### config.mk
export PLATFORM = sky130hd
export DESIGN_NAME = sm4_keyx
export DESIGN_NICKNAME = d
export VERILOG_FILES = /design/src/hdl/sm4_block_cipher_unit_macros.svh /design/src/hdl/sm4_pkg.sv /design/src/hdl/sm4_keyx.sv
export SDC_FILE = /design/constraint.sdc
export NUM_CORES = 2
export LEC_CHECK = 0
export ABC_AREA = 1
export BUFFER_PORTS_ARGS = -buffer_cell sky130_fd_sc_hd__buf_2
export CORE_AREA = 2 2 454 456
export CTS_BUF_LIST = sky130_fd_sc_hd__clkbuf_4 sky130_fd_sc_hd__clkbuf_8 sky130_fd_sc_hd__clkbuf_16
export CTS_CLUSTER_DIAMETER = 150
export DETAILED_ROUTE_END_ITERATION = 10
export DIE_AREA = 0 0 456 458
export PLACE_DENSITY = 0.5
export SYNTH_ARGS = -nofsm -noshare
export SYNTH_HDL_FRONTEND = slang
export SYNTH_SLANG_ARGS = --single-unit
### constraint.sdc
create_clock -name aclk -period 8.3 [get_ports aclk]
set_input_delay 1.245 -clock aclk [delete_from_list [all_inputs] [get_ports aclk]]
set_output_delay 1.245 -clock aclk [all_outputs]
set_load 0.02 [all_outputs]
### src/hdl/sm4_block_cipher_unit_macros.svh
// Assertion macros shared by the SM4 cipher unit.
`ifndef SM4_BLOCK_CIPHER_UNIT_MACROS_SVH
`define SM4_BLOCK_CIPHER_UNIT_MACROS_SVH
// Clocked implication checked outside reset.
`define SM4_ASSERT_IMP(label, clk, rstn, pre, post) \
    label: assert property (@(posedge clk) disable iff (!rstn) (pre) |-> (post)) \
        else $error("assertion failed");
// Next-cycle implication checked outside reset.
`define SM4_ASSERT_NXT(label, clk, rstn, pre, post) \
    label: assert property (@(posedge clk) disable iff (!rstn) (pre) |=> (post)) \
        else $error("assertion failed");
`endif

### src/hdl/sm4_pkg.sv
// Package for the SM4 cipher unit: S-box, constants and round functions.
`timescale 1ns / 1ps
package sm4_pkg;
    localparam int NumRounds = 32;
    localparam int RoundIdxW = 5;
    localparam int KeyRegIdxW = 2;

    typedef enum logic [KeyRegIdxW-1:0] {
        KEY_WORD_0 = 2'd0,
        KEY_WORD_1 = 2'd1,
        KEY_WORD_2 = 2'd2,
        KEY_WORD_3 = 2'd3
    } key_reg_idx_t;

    localparam logic [31:0] FK0 = 32'ha3b1bac6;
    localparam logic [31:0] FK1 = 32'h56aa3350;
    localparam logic [31:0] FK2 = 32'h677d9197;
    localparam logic [31:0] FK3 = 32'hb27022dc;

    // data moving down the cipher chain
    typedef struct packed {
        logic        valid;
        logic        decrypt;
        logic [31:0] x0;
        logic [31:0] x1;
        logic [31:0] x2;
        logic [31:0] x3;
    } blk_t;

    // key expansion status
    typedef struct packed {
        logic busy;
        logic done;
    } kx_stat_t;

    localparam logic [7:0] SBOX [256] = '{
        8'hd6,8'h90,8'he9,8'hfe,8'hcc,8'he1,8'h3d,8'hb7,8'h16,8'hb6,8'h14,8'hc2,8'h28,8'hfb,8'h2c,8'h05,
        8'h2b,8'h67,8'h9a,8'h76,8'h2a,8'hbe,8'h04,8'hc3,8'haa,8'h44,8'h13,8'h26,8'h49,8'h86,8'h06,8'h99,
        8'h9c,8'h42,8'h50,8'hf4,8'h91,8'hef,8'h98,8'h7a,8'h33,8'h54,8'h0b,8'h43,8'hed,8'hcf,8'hac,8'h62,
        8'he4,8'hb3,8'h1c,8'ha9,8'hc9,8'h08,8'he8,8'h95,8'h80,8'hdf,8'h94,8'hfa,8'h75,8'h8f,8'h3f,8'ha6,
        8'h47,8'h07,8'ha7,8'hfc,8'hf3,8'h73,8'h17,8'hba,8'h83,8'h59,8'h3c,8'h19,8'he6,8'h85,8'h4f,8'ha8,
        8'h68,8'h6b,8'h81,8'hb2,8'h71,8'h64,8'hda,8'h8b,8'hf8,8'heb,8'h0f,8'h4b,8'h70,8'h56,8'h9d,8'h35,
        8'h1e,8'h24,8'h0e,8'h5e,8'h63,8'h58,8'hd1,8'ha2,8'h25,8'h22,8'h7c,8'h3b,8'h01,8'h21,8'h78,8'h87,
        8'hd4,8'h00,8'h46,8'h57,8'h9f,8'hd3,8'h27,8'h52,8'h4c,8'h36,8'h02,8'he7,8'ha0,8'hc4,8'hc8,8'h9e,
        8'hea,8'hbf,8'h8a,8'hd2,8'h40,8'hc7,8'h38,8'hb5,8'ha3,8'hf7,8'hf2,8'hce,8'hf9,8'h61,8'h15,8'ha1,
        8'he0,8'hae,8'h5d,8'ha4,8'h9b,8'h34,8'h1a,8'h55,8'had,8'h93,8'h32,8'h30,8'hf5,8'h8c,8'hb1,8'he3,
        8'h1d,8'hf6,8'he2,8'h2e,8'h82,8'h66,8'hca,8'h60,8'hc0,8'h29,8'h23,8'hab,8'h0d,8'h53,8'h4e,8'h6f,
        8'hd5,8'hdb,8'h37,8'h45,8'hde,8'hfd,8'h8e,8'h2f,8'h03,8'hff,8'h6a,8'h72,8'h6d,8'h6c,8'h5b,8'h51,
        8'h8d,8'h1b,8'haf,8'h92,8'hbb,8'hdd,8'hbc,8'h7f,8'h11,8'hd9,8'h5c,8'h41,8'h1f,8'h10,8'h5a,8'hd8,
        8'h0a,8'hc1,8'h31,8'h88,8'ha5,8'hcd,8'h7b,8'hbd,8'h2d,8'h74,8'hd0,8'h12,8'hb8,8'he5,8'hb4,8'hb0,
        8'h89,8'h69,8'h97,8'h4a,8'h0c,8'h96,8'h77,8'h7e,8'h65,8'hb9,8'hf1,8'h09,8'hc5,8'h6e,8'hc6,8'h84,
        8'h18,8'hf0,8'h7d,8'hec,8'h3a,8'hdc,8'h4d,8'h20,8'h79,8'hee,8'h5f,8'h3e,8'hd7,8'hcb,8'h39,8'h48
    };

    function automatic logic [31:0] rotl(input logic [31:0] v, input int n);
        rotl = (v << n) | (v >> (32 - n));
    endfunction

    function automatic logic [31:0] subst_word(input logic [31:0] v);
        subst_word = {SBOX[v[31:24]], SBOX[v[23:16]], SBOX[v[15:8]], SBOX[v[7:0]]};
    endfunction

    function automatic logic [31:0] round_mix(input logic [31:0] v);
        logic [31:0] b;
        b = subst_word(v);
        round_mix = b ^ rotl(b, 2) ^ rotl(b, 10) ^ rotl(b, 18) ^ rotl(b, 24);
    endfunction

    function automatic logic [31:0] key_mix(input logic [31:0] v);
        logic [31:0] b;
        b = subst_word(v);
        key_mix = b ^ rotl(b, 13) ^ rotl(b, 23);
    endfunction

    // CK byte j of round i is (4i + j) * 7 mod 256
    function automatic logic [31:0] ck_word(input logic [RoundIdxW-1:0] i);
        logic [7:0] base;
        base = {1'b0, i, 2'b00} * 8'd7;
        ck_word = {base, base + 8'd7, base + 8'd14, base + 8'd21};
    endfunction
endpackage

### src/hdl/sm4_keyx.sv
// Key expansion sequencer: one round key per cycle into the round-key register file.
`timescale 1ns / 1ps
module sm4_keyx
    import sm4_pkg::*;
#(
    parameter int NUM_ROUNDS = NumRounds
) (
    input  logic                  aclk,
    input  logic                  aresetn,
    input  logic                  start,
    input  logic [127:0]          key,
    output kx_stat_t              stat,
    output logic [NUM_ROUNDS-1:0][31:0] rk
);
    localparam int IW = $clog2(NUM_ROUNDS);

    logic [IW-1:0] idx_reg, idx_next;
    logic          busy_reg, busy_next;
    logic [31:0]   k0_reg, k1_reg, k2_reg, k3_reg;
    logic [31:0]   nk;
    logic [NUM_ROUNDS-1:0][31:0] rk_reg;

    assign nk = k0_reg ^ key_mix(k1_reg ^ k2_reg ^ k3_reg ^ ck_word(RoundIdxW'(idx_reg)));

    // sequencer control
    always_comb begin
        idx_next  = idx_reg;
        busy_next = busy_reg;
        if (start) begin
            idx_next  = '0;
            busy_next = 1'b1;
        end else if (busy_reg) begin
            idx_next = idx_reg + 1'b1;
            if (idx_reg == IW'(NUM_ROUNDS - 1)) busy_next = 1'b0;
        end
    end

    always_ff @(posedge aclk) begin
        if (!aresetn) begin
            idx_reg  <= '0;
            busy_reg <= 1'b0;
        end else begin
            idx_reg  <= idx_next;
            busy_reg <= busy_next;
        end
    end

    // key word shift and round-key writes
    always_ff @(posedge aclk) begin
        if (start) begin
            k0_reg <= key[127:96] ^ FK0;
            k1_reg <= key[95:64] ^ FK1;
            k2_reg <= key[63:32] ^ FK2;
            k3_reg <= key[31:0] ^ FK3;
        end else if (busy_reg) begin
            k0_reg <= k1_reg;
            k1_reg <= k2_reg;
            k2_reg <= k3_reg;
            k3_reg <= nk;
            rk_reg[idx_reg] <= nk;
        end
    end

    assign rk        = rk_reg;
    assign stat.busy = busy_reg;
    assign stat.done = busy_reg && (idx_reg == IW'(NUM_ROUNDS - 1));
endmodule

==> qor.txt <==
Status -> completed
Routed via count -> 45600
Htree depth -> 3
Vias in the first global route -> 42800
Most common cell in the synthesized netlist -> nand2_1
CTS Buf Count -> 121
CP startpoint kind -> register
Final net count -> 6398
Rel. slew slack -> 10.3%
Main synth FF type -> edfxtp_1
Crit path arrival time -> 7.04 ns
Core area -> 0.204 mm^2
RSZ-0062 raised after global routing -> no
Clk_skew -> 0.0547 ns
Largest area contributor in the netlist -> edfxtp_1
First-pass GRT wire length -> 375000 um
DR pass1 iterations -> 7
Number of flops mapped to enable cells by yosys -> 1152
Deepest clock path buffer count -> 3
Minimum clock period -> 6.67 ns
Worst setup path class -> reg -> reg
Syn Inst Count -> 5056
Gpl congestion -> 0.977
Worst hold margin -> 0.560 ns
CTS resizes -> 0
Final setup TNS -> 0 ns
CP required -> 8.67 ns
Ys async rst share -> 0%
Largest net degree at the start of global routing -> 118
Avg WL per Cell -> 31.2 um
Clk slew on worst S/H paths -> 0.06 ns
Hold-fix buffers, CTS -> 0
Synth top area cells -> edfxtp_1 (65%), nand2_1 (12%), nand3_1 (10%)
Vias per inst -> 5.07
Count of cell types in the netlist -> 41
Seq/Total Area, Yosys -> 65.6%
Die X -> 456 um
Detail Route Antenna Nets -> 0
Post CTS Setup Buffer Count -> 0
Max FFs per register -> 1024
CP Capture Type -> register
Die area -> 0.209 mm^2
CTS tree -> yes
Yosys reg bits -> 1158
Initial antenna violation count -> 27
Post-synth top area share -> 65.4%
# rows -> 166
PortBufs -> 1156
Total grt overflow -> 0
Fmax -> 150 MHz
Syn_nets -> 5254
Final WL -> 281000 um
Synthesized cell area -> 0.0529 mm^2
CTS Sinks -> 1158
MaxCap Viol Count -> 0
I/O Pins -> 1157
Worst-Margin Slew -> 1.35 ns
Hold Crit Class -> reg -> reg
Final Hold Vio Count -> 0
DRC -> 0
Final non-filler cell total -> 8997
Avg Synthesized Cell Area -> 10.5 um^2
Initial Util -> 26.0%
Final setup fails -> 0
Die Y -> 458 um
Detailed router's first-iteration violation count -> 5966
Synth top cells by count -> nand2_1 (1649), edfxtp_1 (1152), nand3_1 (1065)
Global Route Usage Sum -> 25.9%
Post-Place Cells -> 8765
HPWL Detailed -> 201000 um
Max FO, Critical Path -> 70
Layout cell share with drive strength beyond 1 -> 26.5%
Clock Tree Root -> clkbuf_16
Crit share post-route -> 80.3%
Max Slew Vio Count -> 0
Ys Warns -> 0
Clk Latency, worst-skew pair -> 0.81 ns
Area grow syn2layout -> 24.8%
-- cells by family after synthesis --
logic type	Yosys count	synth area share [%]
AND/OR/NAND/NOR	3061	25.5
flip-flops	1158	65.6
buffers and inverters	513	4.38
AO/OA/AOI/OAI	218	2.14
adder cells (fa/ha/maj)	67	1.66
XOR/XNOR	39	0.702
-- metal layers --
metal | track usage [%] | part of all wire, % | up-vias
met5 | 0 | 0.0071 | -
met4 | 12.1 | 5.1 | 2
met3 | 4.99 | 7.5 | 431
met2 | 43.3 | 48 | 2455
met1 | 32.2 | 39 | 22900
li1 | - | - | 19800
-- per-stage QoR --
stage	instance area (um^2)	setup WS, ns	utilization [%]
final	66000	1.63	32.4
after global routing	66000	1.36	32.4
after CTS	66000	1.79	32.4
after detailed placement	61900	1.80	30.4
after global placement	61900	1.85	30.4
after floorplan	52900	3.76	-
-- critical path: stages (launching register included) --
cell,delay [ns]
dfxtp_1,0.75
fa_1,0.52
ha_1,0.52
nor2_2,0.09
nor2_2,0.44
inv_1,0.14
nand2_1,0.14
nand2_4,0.45
inv_2,0.92
o21ai_0,0.24
inv_1,0.10
nand2_1,0.06
nand3_1,0.09
nand3_1,0.08
nand3_1,0.22
nand2_1,0.13
nand2_1,0.08
nand2_1,0.07
nand2_1,0.09
and2_2,1.01
-- final timing paths --
kind                    from    endpoint  slack [ns]  cells after the start
setup reg to reg  idx_reg[0]     rk[547]        1.63                     19
hold reg to reg   k2_reg[14]  k1_reg[14]        0.56                      2
setup / recovery  idx_reg[0]     rk[547]        1.63                     19
hold / removal    k2_reg[14]  k1_reg[14]        0.56                      2
-- layout make-up --
type / count / area, um^2
clock buffers: 146 / 3230
multi-input cells: 3385 / 16200
inverters: 292 / 1110
repair buffers: 1242 / 6470
flip-flops and latches: 1158 / 34700
clock inverters: 78 / 860
well taps: 2688 / 3360
diodes: 8 / 20.0
fillers: 21100 / 138000
-- placed cells by master (no fill, tap or decap), types with 21 or more instances in the layout --
cell,netlist,routed
nand2_1,1649,1637
buf_2,93,1155
edfxtp_1,1152,1152
nand3_1,1065,1065
inv_1,268,264
nor2_1,167,133
o21ai_0,131,131
clkbuf_16,0,122
buf_4,41,84
ha_1,62,62
a21oi_1,58,58
nand2_2,49,54
nor2_4,6,38
nand3_2,28,28
inv_2,22,24
clkbuf_4,0,24
clkinv_1,1,22
nand2_4,14,21
nand4_1,21,21
Power is not shown: default switching activity piles up to over one toggle a cycle in this logic, so the estimate is an artifact.
